### src/hdl/cle4w_pkg.sv
package cle4w_pkg;

	// Request codes carried in the op field
	localparam logic [1:0] OP_TICK = 2'd0;
	localparam logic [1:0] OP_CMD  = 2'd1;
	localparam logic [1:0] OP_DATA = 2'd2;
	localparam logic [1:0] OP_INIT = 2'd3;

	// Configuration register indexes
	localparam logic CFG_UNIT = 1'b0;
	localparam logic CFG_LONG = 1'b1;

	// Register reset values
	localparam logic [15:0] UNIT_RESET = 16'd1200;
	localparam logic [19:0] LONG_RESET = 20'd24000;

	// Power-up step counter codes
	localparam logic [3:0] ISTEP_OFF  = 4'd0;
	localparam logic [3:0] ISTEP_N1   = 4'd1;
	localparam logic [3:0] ISTEP_N2   = 4'd2;
	localparam logic [3:0] ISTEP_N3   = 4'd3;
	localparam logic [3:0] ISTEP_N4   = 4'd4;
	localparam logic [3:0] ISTEP_CMD0 = 4'd5;
	localparam logic [3:0] ISTEP_END  = 4'd9;

	// Power-up nibbles, placed in the high half of the byte register
	localparam logic [7:0] NIB3_BYTE = 8'h30;
	localparam logic [7:0] NIB2_BYTE = 8'h20;

	typedef enum logic [3:0] {
		PH_IDLE,
		PH_PE1,
		PH_PL1,
		PH_PE2,
		PH_PRE,
		PH_NH_HI,
		PH_NH_LO,
		PH_NL_HI,
		PH_NL_LO,
		PH_IN_HI,
		PH_IN_LO,
		PH_IWAIT
	} phase_t;

	typedef struct packed {
		phase_t      phase;
		logic [19:0] wait_count;
		logic [7:0]  byte_hold;
		logic        select_hold;
		logic [3:0]  init_step;
		logic        busy_seen;
		logic        pin_e;
		logic        pin_rs;
		logic        pin_rw;
		logic [3:0]  pin_nib;
		logic        pin_drive;
	} state_t;

	typedef struct packed {
		logic       lcd_e;
		logic       lcd_rs;
		logic       lcd_rw;
		logic [3:0] lcd_nibble;
		logic       bus_drive;
		logic       ready_res;
		logic       rejected;
	} res_t;

	localparam state_t ST_RESET = '{
		phase:       PH_IDLE,
		wait_count:  20'd0,
		byte_hold:   8'd0,
		select_hold: 1'b0,
		init_step:   ISTEP_OFF,
		busy_seen:   1'b0,
		pin_e:       1'b0,
		pin_rs:      1'b0,
		pin_rw:      1'b0,
		pin_nib:     4'd0,
		pin_drive:   1'b0
	};

	// Command bytes of the power-up sequence
	function automatic logic [7:0] init_cmd(input logic [2:0] idx);
		logic [7:0] b;
		unique case (idx)
			3'd0: b = 8'h01;
			3'd1: b = 8'h28;
			3'd2: b = 8'h0F;
			3'd3: b = 8'h06;
			default: b = 8'h01;
		endcase
		return b;
	endfunction

endpackage

### src/hdl/cle4w_req_if.sv
interface cle4w_req_if;
	logic       valid;
	logic       ready;
	logic [1:0] op;
	logic [7:0] value;
	logic       busy_line;

	modport source (output valid, output op, output value, output busy_line, input ready);
	modport sink (input valid, input op, input value, input busy_line, output ready);
endinterface

### src/hdl/cle4w_res_if.sv
interface cle4w_res_if;
	logic       valid;
	logic       ready;
	logic       lcd_e;
	logic       lcd_rs;
	logic       lcd_rw;
	logic [3:0] lcd_nibble;
	logic       bus_drive;
	logic       ready_res;
	logic       rejected;

	modport source (
		output valid, output lcd_e, output lcd_rs, output lcd_rw, output lcd_nibble,
		output bus_drive, output ready_res, output rejected, input ready
	);
	modport sink (
		input valid, input lcd_e, input lcd_rs, input lcd_rw, input lcd_nibble,
		input bus_drive, input ready_res, input rejected, output ready
	);
endinterface

### src/hdl/cle4w_step.sv
module cle4w_step import cle4w_pkg::*; (
	input  state_t      cur,
	input  logic [1:0]  op,
	input  logic [7:0]  value,
	input  logic        busy_line,
	input  logic [15:0] unit_ticks,
	input  logic [19:0] long_ticks,
	output state_t      nxt,
	output res_t        result
);

	logic [15:0] ulen;
	logic [19:0] unit_w;
	logic [19:0] dbl_w;
	logic [19:0] long_w;
	logic [3:0]  step_inc;
	logic        rej;

	// A zero wait register counts as one tick
	assign ulen   = (unit_ticks == 16'd0) ? 16'd1 : unit_ticks;
	assign unit_w = {4'd0, ulen};
	assign dbl_w  = {3'd0, ulen, 1'b0};
	assign long_w = (long_ticks == 20'd0) ? 20'd1 : long_ticks;
	assign step_inc = cur.init_step + 4'd1;

	always_comb begin
		nxt = cur;
		rej = 1'b0;

		// Take a request only while idle
		if (op != OP_TICK) begin
			if (cur.phase != PH_IDLE) begin
				rej = 1'b1;
			end else if (op == OP_INIT) begin
				nxt.init_step   = ISTEP_N1;
				nxt.select_hold = 1'b0;
				nxt.byte_hold   = NIB3_BYTE;
				nxt.phase       = PH_IN_HI;
				nxt.wait_count  = unit_w;
			end else begin
				nxt.init_step   = ISTEP_OFF;
				nxt.select_hold = (op == OP_DATA);
				nxt.byte_hold   = value;
				nxt.busy_seen   = 1'b0;
				nxt.phase       = PH_PE1;
				nxt.wait_count  = unit_w;
			end
		end

		if (nxt.phase != PH_IDLE) begin
			// Drive pins for the current segment
			unique case (nxt.phase)
				PH_PE1, PH_PE2: begin
					nxt.pin_e = 1'b1; nxt.pin_rs = 1'b0; nxt.pin_rw = 1'b1; nxt.pin_drive = 1'b0;
				end
				PH_PL1: begin
					nxt.pin_e = 1'b0; nxt.pin_rs = 1'b0; nxt.pin_rw = 1'b1; nxt.pin_drive = 1'b0;
				end
				PH_PRE: begin
					nxt.pin_e = 1'b0; nxt.pin_rs = 1'b0; nxt.pin_rw = 1'b1; nxt.pin_drive = 1'b1;
				end
				PH_NH_HI: begin
					nxt.pin_nib = nxt.byte_hold[7:4];
					nxt.pin_e = 1'b1; nxt.pin_rs = nxt.select_hold; nxt.pin_rw = 1'b0;
					nxt.pin_drive = 1'b1;
				end
				PH_NL_HI: begin
					nxt.pin_nib = nxt.byte_hold[3:0];
					nxt.pin_e = 1'b1; nxt.pin_rs = nxt.select_hold; nxt.pin_rw = 1'b0;
					nxt.pin_drive = 1'b1;
				end
				PH_NH_LO, PH_NL_LO: begin
					nxt.pin_e = 1'b0; nxt.pin_rs = nxt.select_hold; nxt.pin_rw = 1'b0;
					nxt.pin_drive = 1'b1;
				end
				PH_IN_HI: begin
					nxt.pin_nib = nxt.byte_hold[7:4];
					nxt.pin_e = 1'b1; nxt.pin_rs = 1'b0; nxt.pin_rw = 1'b0; nxt.pin_drive = 1'b1;
				end
				PH_IN_LO, PH_IWAIT: begin
					nxt.pin_e = 1'b0; nxt.pin_rs = 1'b0; nxt.pin_rw = 1'b0; nxt.pin_drive = 1'b1;
				end
				default: nxt.pin_e = 1'b0;
			endcase

			// Sample D7 on the last tick of the first E high level
			if (nxt.phase == PH_PE1 && nxt.wait_count <= 20'd1) nxt.busy_seen = busy_line;
			if (nxt.wait_count != 20'd0) nxt.wait_count = nxt.wait_count - 20'd1;

			if (nxt.wait_count == 20'd0) begin
				unique case (nxt.phase)
					PH_PE1: begin nxt.phase = PH_PL1; nxt.wait_count = unit_w; end
					PH_PL1: begin nxt.phase = PH_PE2; nxt.wait_count = unit_w; end
					PH_PE2: begin
						if (nxt.busy_seen) begin
							nxt.phase = PH_PE1; nxt.wait_count = unit_w;
						end else begin
							nxt.phase = PH_PRE;
							nxt.wait_count = nxt.select_hold ? unit_w : dbl_w;
						end
					end
					PH_PRE:   begin nxt.phase = PH_NH_HI; nxt.wait_count = unit_w; end
					PH_NH_HI: begin nxt.phase = PH_NH_LO; nxt.wait_count = 20'd1; end
					PH_NH_LO: begin nxt.phase = PH_NL_HI; nxt.wait_count = unit_w; end
					PH_NL_HI: begin nxt.phase = PH_NL_LO; nxt.wait_count = 20'd1; end
					PH_NL_LO: begin
						// Chain the next power-up command, else finish
						if (nxt.init_step >= ISTEP_CMD0 && nxt.init_step < ISTEP_END) begin
							nxt.init_step   = step_inc;
							nxt.select_hold = 1'b0;
							nxt.byte_hold   = init_cmd(3'(step_inc - ISTEP_CMD0));
							nxt.busy_seen   = 1'b0;
							nxt.phase       = PH_PE1;
							nxt.wait_count  = unit_w;
						end else begin
							nxt.init_step = ISTEP_OFF; nxt.phase = PH_IDLE; nxt.wait_count = 20'd0;
						end
					end
					PH_IN_HI: begin nxt.phase = PH_IN_LO; nxt.wait_count = 20'd1; end
					PH_IN_LO: begin
						priority if (nxt.init_step == ISTEP_N1) begin
							nxt.phase = PH_IWAIT; nxt.wait_count = long_w;
						end else if (nxt.init_step == ISTEP_N2) begin
							nxt.phase = PH_IWAIT; nxt.wait_count = unit_w;
						end else if (nxt.init_step == ISTEP_N3) begin
							nxt.init_step  = ISTEP_N4;
							nxt.byte_hold  = NIB2_BYTE;
							nxt.phase      = PH_IN_HI;
							nxt.wait_count = unit_w;
						end else if (nxt.init_step == ISTEP_N4) begin
							nxt.init_step   = ISTEP_CMD0;
							nxt.select_hold = 1'b0;
							nxt.byte_hold   = init_cmd(3'd0);
							nxt.busy_seen   = 1'b0;
							nxt.phase       = PH_PE1;
							nxt.wait_count  = unit_w;
						end else begin
							nxt.init_step = ISTEP_OFF; nxt.phase = PH_IDLE; nxt.wait_count = 20'd0;
						end
					end
					PH_IWAIT: begin
						nxt.init_step  = step_inc;
						nxt.byte_hold  = NIB3_BYTE;
						nxt.phase      = PH_IN_HI;
						nxt.wait_count = unit_w;
					end
					default: begin
						nxt.init_step = ISTEP_OFF; nxt.phase = PH_IDLE; nxt.wait_count = 20'd0;
					end
				endcase
			end
		end else begin
			nxt.pin_e = 1'b0;
		end
	end

	always_comb begin
		result.lcd_e      = nxt.pin_e;
		result.lcd_rs     = nxt.pin_rs;
		result.lcd_rw     = nxt.pin_rw;
		result.lcd_nibble = nxt.pin_nib;
		result.bus_drive  = nxt.pin_drive;
		result.ready_res  = (nxt.phase == PH_IDLE);
		result.rejected   = rej;
	end

endmodule

### src/hdl/char_lcd_4bit_write_engine_unit.sv
// Character-LCD 4-bit bus engine.
// req carries one clock tick of the display sequence per beat: op selects
// tick only, command byte, data byte or the power-up sequence; value is the
// byte; busy_line is the level of display D7 on that tick. res returns one
// beat per req beat: the pin levels after that tick, bus_drive, ready_res
// (engine idle) and rejected (request dropped because the engine was busy).
// A res beat comes out of a registered result queue; one beat is taken every
// cycle while the queue has room, since the whole tick update is a single pass
// of logic from the state registers back into them.
// A two-entry result queue sits on res: while res stalls, req still takes
// beats until both entries are full, then req.ready drops and stays low
// until res drains an entry.
// The config port writes unit_ticks (index 0) and long_ticks (index 1); write
// them only while the engine is idle.
// At reset the engine is idle, all pins are low with the bus released, the
// result queue is empty, and the wait registers hold 1200 and 24000 ticks.
module char_lcd_4bit_write_engine_unit import cle4w_pkg::*; (
	input  logic        clk,
	input  logic        arst_n,
	input  logic        cfg_we,
	input  logic        cfg_index,
	input  logic [19:0] cfg_data,
	cle4w_req_if.sink   req,
	cle4w_res_if.source res
);

	logic [15:0] unit_q;
	logic [19:0] long_q;
	state_t      st_q;
	state_t      st_next;
	res_t        res_next;
	res_t        slot_q [2];
	logic [1:0]  cnt_q;
	logic        accept;
	logic        pop;

	// Hold configuration; index codes cover both values of the index
	always_ff @(posedge clk or negedge arst_n) begin
		if (!arst_n) begin
			unit_q <= UNIT_RESET;
			long_q <= LONG_RESET;
		end else if (cfg_we) begin
			unique case (cfg_index)
				CFG_UNIT: unit_q <= cfg_data[15:0];
				CFG_LONG: long_q <= cfg_data;
			endcase
		end
	end

	// Take a beat whenever the result queue has room
	assign req.ready = (cnt_q != 2'd2);
	assign accept    = req.valid && req.ready;
	assign pop       = res.valid && res.ready;

	cle4w_step u_step (
		.cur        (st_q),
		.op         (req.op),
		.value      (req.value),
		.busy_line  (req.busy_line),
		.unit_ticks (unit_q),
		.long_ticks (long_q),
		.nxt        (st_next),
		.result     (res_next)
	);

	// Advance the sequencer state once per accepted tick
	always_ff @(posedge clk or negedge arst_n) begin
		if (!arst_n) begin
			st_q <= ST_RESET;
		end else if (accept) begin
			st_q <= st_next;
		end
	end

	// Result queue: slot 0 is the head
	always_ff @(posedge clk or negedge arst_n) begin
		if (!arst_n) begin
			cnt_q <= 2'd0;
		end else if (accept && !pop) begin
			cnt_q <= cnt_q + 2'd1;
		end else if (!accept && pop) begin
			cnt_q <= cnt_q - 2'd1;
		end
	end

	always_ff @(posedge clk) begin
		if (accept && pop) begin
			// Only possible with one entry held: replace the head
			slot_q[0] <= res_next;
		end else if (accept) begin
			slot_q[cnt_q[0]] <= res_next;
		end else if (pop) begin
			slot_q[0] <= slot_q[1];
		end
	end

	assign res.valid      = (cnt_q != 2'd0);
	assign res.lcd_e      = slot_q[0].lcd_e;
	assign res.lcd_rs     = slot_q[0].lcd_rs;
	assign res.lcd_rw     = slot_q[0].lcd_rw;
	assign res.lcd_nibble = slot_q[0].lcd_nibble;
	assign res.bus_drive  = slot_q[0].bus_drive;
	assign res.ready_res  = slot_q[0].ready_res;
	assign res.rejected   = slot_q[0].rejected;

	// A running segment always has ticks left to count
	a_wait_live: assert property (@(posedge clk) disable iff (!arst_n)
		(st_q.phase != PH_IDLE) |-> (st_q.wait_count != 20'd0))
		else $error("active phase with zero wait count");

	// E is never left high once the engine is idle
	a_idle_e_low: assert property (@(posedge clk) disable iff (!arst_n)
		(st_q.phase == PH_IDLE) |-> !st_q.pin_e)
		else $error("E high while idle");

	// A request taken while idle starts a sequence
	a_req_starts: assert property (@(posedge clk) disable iff (!arst_n)
		(accept && req.op != OP_TICK && st_q.phase == PH_IDLE) |=> (st_q.phase != PH_IDLE))
		else $error("accepted request did not start");

	// Queue never holds more than two results
	a_cnt_bound: assert property (@(posedge clk) disable iff (!arst_n)
		cnt_q != 2'd3)
		else $error("result queue overflow");

endmodule

### src/flat_wrapper.sv
// flat-port wrapper written by rule: the top's interface ports become plain ports
module char_lcd_4bit_write_engine_unit_flat import cle4w_pkg::*;
  (clk, arst_n, cfg_we, cfg_index, cfg_data, req_valid, req_op, req_value, req_busy_line, req_ready, res_valid, res_lcd_e, res_lcd_rs, res_lcd_rw, res_lcd_nibble, res_bus_drive, res_ready_res, res_rejected, res_ready);
  cle4w_req_if req_i ();
  cle4w_res_if res_i ();
  input  logic clk;
  input  logic arst_n;
  input  logic cfg_we;
  input  logic cfg_index;
  input  logic [19:0] cfg_data;
  input wire logic [$bits(req_i.valid)-1:0] req_valid;
  input wire logic [$bits(req_i.op)-1:0] req_op;
  input wire logic [$bits(req_i.value)-1:0] req_value;
  input wire logic [$bits(req_i.busy_line)-1:0] req_busy_line;
  output wire logic [$bits(req_i.ready)-1:0] req_ready;
  output wire logic [$bits(res_i.valid)-1:0] res_valid;
  output wire logic [$bits(res_i.lcd_e)-1:0] res_lcd_e;
  output wire logic [$bits(res_i.lcd_rs)-1:0] res_lcd_rs;
  output wire logic [$bits(res_i.lcd_rw)-1:0] res_lcd_rw;
  output wire logic [$bits(res_i.lcd_nibble)-1:0] res_lcd_nibble;
  output wire logic [$bits(res_i.bus_drive)-1:0] res_bus_drive;
  output wire logic [$bits(res_i.ready_res)-1:0] res_ready_res;
  output wire logic [$bits(res_i.rejected)-1:0] res_rejected;
  input wire logic [$bits(res_i.ready)-1:0] res_ready;
  assign req_i.valid = req_valid;
  assign req_i.op = req_op;
  assign req_i.value = req_value;
  assign req_i.busy_line = req_busy_line;
  assign req_ready = req_i.ready;
  assign res_valid = res_i.valid;
  assign res_lcd_e = res_i.lcd_e;
  assign res_lcd_rs = res_i.lcd_rs;
  assign res_lcd_rw = res_i.lcd_rw;
  assign res_lcd_nibble = res_i.lcd_nibble;
  assign res_bus_drive = res_i.bus_drive;
  assign res_ready_res = res_i.ready_res;
  assign res_rejected = res_i.rejected;
  assign res_i.ready = res_ready;
  char_lcd_4bit_write_engine_unit u_core (.clk(clk), .arst_n(arst_n), .cfg_we(cfg_we), .cfg_index(cfg_index), .cfg_data(cfg_data), .req(req_i), .res(res_i));
endmodule
### config.mk
export PLATFORM = sky130hd
export DESIGN_NAME = char_lcd_4bit_write_engine_unit_flat
export DESIGN_NICKNAME = d
export VERILOG_FILES = /design/src/hdl/cle4w_pkg.sv /design/src/hdl/cle4w_req_if.sv /design/src/hdl/cle4w_res_if.sv /design/src/hdl/cle4w_step.sv /design/src/hdl/char_lcd_4bit_write_engine_unit.sv /design/src/flat_wrapper.sv
export SDC_FILE = /design/constraint.sdc
export NUM_CORES = 1
export LEC_CHECK = 0
export BUFFER_PORTS_ARGS = -buffer_cell sky130_fd_sc_hd__buf_2
export CAP_MARGIN = 10
export CORE_MARGIN = 4
export CORE_UTILIZATION = 40
export CTS_BUF_LIST = sky130_fd_sc_hd__clkbuf_16
export CTS_CLUSTER_SIZE = 30
export DETAILED_ROUTE_END_ITERATION = 16
export GPL_TIMING_DRIVEN = 0
export PLACE_DENSITY_LB_ADDON = 0.15
export SLEW_MARGIN = 40
export SYNTH_ARGS = -nofsm -noshare
export SYNTH_HDL_FRONTEND = slang
export SYNTH_SLANG_ARGS = --single-unit
### constraint.sdc
create_clock -name clk -period 5.4 [get_ports clk]
set_clock_uncertainty 0.05 [all_clocks]
set_input_delay 0.27 -clock clk [delete_from_list [all_inputs] [get_ports clk]]
set_output_delay 0.27 -clock clk [all_outputs]
set_load 0.05 [all_outputs]
==> qor.yml <==
sta:
  relSlewSlack_pct: 40.4
  fin_crit_sh_pct: 97.4
  setup_violations: 0
  hold_viol: 0
  min_period_ps: 5260
  holdWs_ps: 77.1
  final_max_slew_viol_count: 0
  rsz0062_at_grt: "no"
  clock.fmax_ghz: 0.190
  worstMarginPinSlew_ps: 890
logic_synthesis:
  synth_nets: 823
  syn_area_um2: 7010
  synth-seq-cells: 103
  avgSynthCellArea_um2: 9.04
  yosysTopAreaCell: "dfrtp_1"
  synth-edff-count: 20
  seq_area_frac_synth_pct: 38.4
  synth.area.top_cells: "dfrtp_1 26%, edfxtp_1 8.6%, mux2_2 6.1%"
  ys.flop_type: "dfrtp_1"
  synth_cell_types: 84
  synth_top_area_share_pct: 25.7
  synth-warning-count: 0
  async_reset_ff_share_pct: 80.6
  syn_inst: 775
routing:
  num_vias: 6859
  drt-total-wl_mm: 25.9
  route.detailed.drc: 0
  drtIter0Drc: 753
  ant_nets: 0
  first_pass_iters: 6
  avgViaCountPerCell: 6.40
  wl_per_cell_um: 24.2
setup_path:
  crit_required_ps: 5520
  crit_arrival_ps: 5380
  endpoint_kind: "flop"
  critical_path.startpoint_type: "flop"
  slowest_delay_ps: 660
  path_cells: "or4_1, or2_1, or4_4, nand2_1, inv_1, ha_4, clkbuf_2, o21a_1, a221oi_1, a31oi_1, nor4b_2, nand4b_2, nor4_2, buf_4, o21ai_1, o31ai_1"
  critPathMaxFanout: 10
  cp_slowest_cell: "or4_1"
  critPathTopFamily: "simple AND/OR/NAND/NOR gates"
  critPathBufInv: 3
  crit_type: "reg2reg"
pwr:
  seqPwrFrac_pct: 34.1
  combPwrFrac_pct: 46.5
  internal_power_uw: 2000
  switching_power_uw: 1690
  p_per_area_nw_per_um2: 459
  p_leak_uw: 0.00308
  pwr-share-clk_pct: 19.3
  worst_ir_drop_vdd_mv: 0.213
  netSwitchingFraction_pct: 45.8
finish:
  n_antenna_cell: 0
  fin_cells: 1071
  fillCellCount: 1685
  areaGrowthSynthToFinish_pct: 15.0
  fin_nets: 889
  layout_commonest_cell: "nand2_1"
  post_route_cells_drive_above_1_share_pct: 20.3
  layout_common_cells: "80 x nand2_1, 72 x dfrtp_1, 67 x nor2_1"
grt:
  antenna_found_initial: 0
  grt_use_total_pct: 26.2
  grt_max_degree: 45
  grt_pass1_wl_mm: 39.9
  first_global_vias: 6780
  overflow: 0
placement:
  dpl.hpwl_mm: 19.4
  dpl.cell_count: 1049
  gp_congestion: 1.01
  io_buffers: 48
floorplanning:
  die_h_um: 140
  boundaryPins: 49
  start_util_pct: 40.7
  core_um2: 17200
  die_x_um: 140
  fp-row-count: 48
  dieArea_um2: 19700
clock_tree:
  cts_buffers: 9
  htree_levels: 3
  cts_tree: "done"
  path_clk_slew_ps: 80
  clock_latency_ps: 370
  cts.sinks: 103
  cts-root-buf: "clkbuf_16"
  ctsLongestPathBuffers: 2
flow_run:
  max_cap_violations: 0
worst_hold_path:
  hold_class: "in2reg"
outcome:
  status: "complete, no violations"
-- Yosys cell counts, drive strengths merged (6+ instances only) --
library cell,number
nor4,25
nand4,6
ha,11
nor3,24
a222oi,10
o31ai,18
clkbuf,42
dfstp,11
and2,10
dfrtp,72
nand2,80
inv,14
nor2,70
a22o,10
or4,15
o211ai,11
a21o,7
xor2,6
nand3,21
mux2,39
edfxtp,20
a31oi,16
or3,8
o21a,7
nor2b,6
mux2i,11
o21ai,46
or2,8
a22oi,9
nand2b,7
buf,8
xnor2,9
a21oi,41
a221oi,7
-- worst register-to-register path: cells and delay by family, from the launching register on --
| kind | cells | cell delay (ps) |
|---|---|---|
| adders and majority gates | 1 | 220 |
| DFF | 1 | 480 |
| AOI/OAI and AO/OA | 5 | 1030 |
| and+or+nand+nor | 7 | 2670 |
| buffers and inverters | 3 | 620 |
-- timing repair --
action,CTS,global route
resized for setup,15,13
endpoints found under the hold margin,36,0
buffers inserted,3,2
pin swaps,2,3
hold buffers,1,0
endpoints found under the setup margin,55,27
-- through the flow --
step           power [uW]  area [um^2]  worst slack (ps)  utilization [%]  setup TNS (ps)
4_1_cts              3650         8000              21.0             46.4               0
3_3_place_gp         2890         7530             -1070             43.7          -24330
6_report             3700         8060               141             46.8               0
5_1_grt              3900         8060              25.0             46.8               0
2_1_floorplan        2400         7010               942                -               0
3_5_place_dp         2920         7580              -957             44.0          -20370
-- routing by layer --
| layer | global-route usage [%] | routed length [um] | vias up |
|---|---|---|---|
| met1 | 34.6 | 10900 | 3325 |
| met2 | 42.7 | 12200 | 363 |
| met5 | 0 | 0 | - |
| met3 | 3.82 | 1800 | 76 |
| li1 | - | - | 3095 |
| met4 | 12.0 | 1020 | 0 |
-- registers in the layout (all words and copies together), names as in the netlist --
| name | count |
|---|---|
| u_core.cnt_q | 2 |
| u_core.long_q | 20 |
| u_core.slot_q | 20 |
| u_core.st_q | 45 |
| u_core.unit_q | 16 |
-- kinds of logic (layout without fill, tap and decap cells) --
logic type | Yosys count | count (layout) | synth area share [%]
xor+xnor | 15 | 15 | 2.14
flops | 103 | 103 | 38.4
compound gates | 233 | 233 | 23.5
simple gates | 298 | 298 | 22.4
fa+ha+maj | 11 | 11 | 1.96
mux | 50 | 50 | 7.84
buf+inv | 65 | 136 | 3.71
-- final timing paths --
path / cells past startpoint / slack [ps] / from / endpoint
setup / recovery: 16 / 140 / u_core.unit_q[13]$_DFFE_PN0P_ / u_core.slot_q[0][1]$_DFFE_PP_
hold / removal: 2 / 80 / cfg_data[18] / u_core.long_q[18]$_DFFE_PN0P_
setup reg to reg: 16 / 140 / u_core.unit_q[13]$_DFFE_PN0P_ / u_core.slot_q[0][1]$_DFFE_PP_
hold reg to reg: 2 / 450 / u_core.st_q[21]$_DFFE_PN0P_ / u_core.st_q[21]$_DFFE_PN0P_
max in group asynchronous: 3 / 4340 / arst_n / u_core.unit_q[4]$_DFFE_PN1P_
min in group asynchronous: 2 / 330 / arst_n / u_core.st_q[3]$_DFFE_PN0P_
-- power by group through the flow --
stage                     registers [uW]  logic [uW]  clock network (uW)
after floorplan                     1330        1070                   0
after global placement              1260        1640                   0
after detailed placement            1270        1660                   0
after CTS                           1260        1670                 722
after global routing                1290        1860                 752
final                               1260        1720                 714
-- area by class of cell --
cell class	instances	area [um^2]	share of cell area (%)
Timing Repair Buffer	55	322	3.99
Buffer	50	220	2.73
Tap cell	225	282	3.49
Sequential cell	103	2690	33.4
Multi-Input combinational cell	607	4170	51.7
Inverter	15	56.3	0.698
Clock inverter	7	95.1	1.18
Clock buffer	9	225	2.79
No activity file was read; power rests on OpenSTA's default activity.
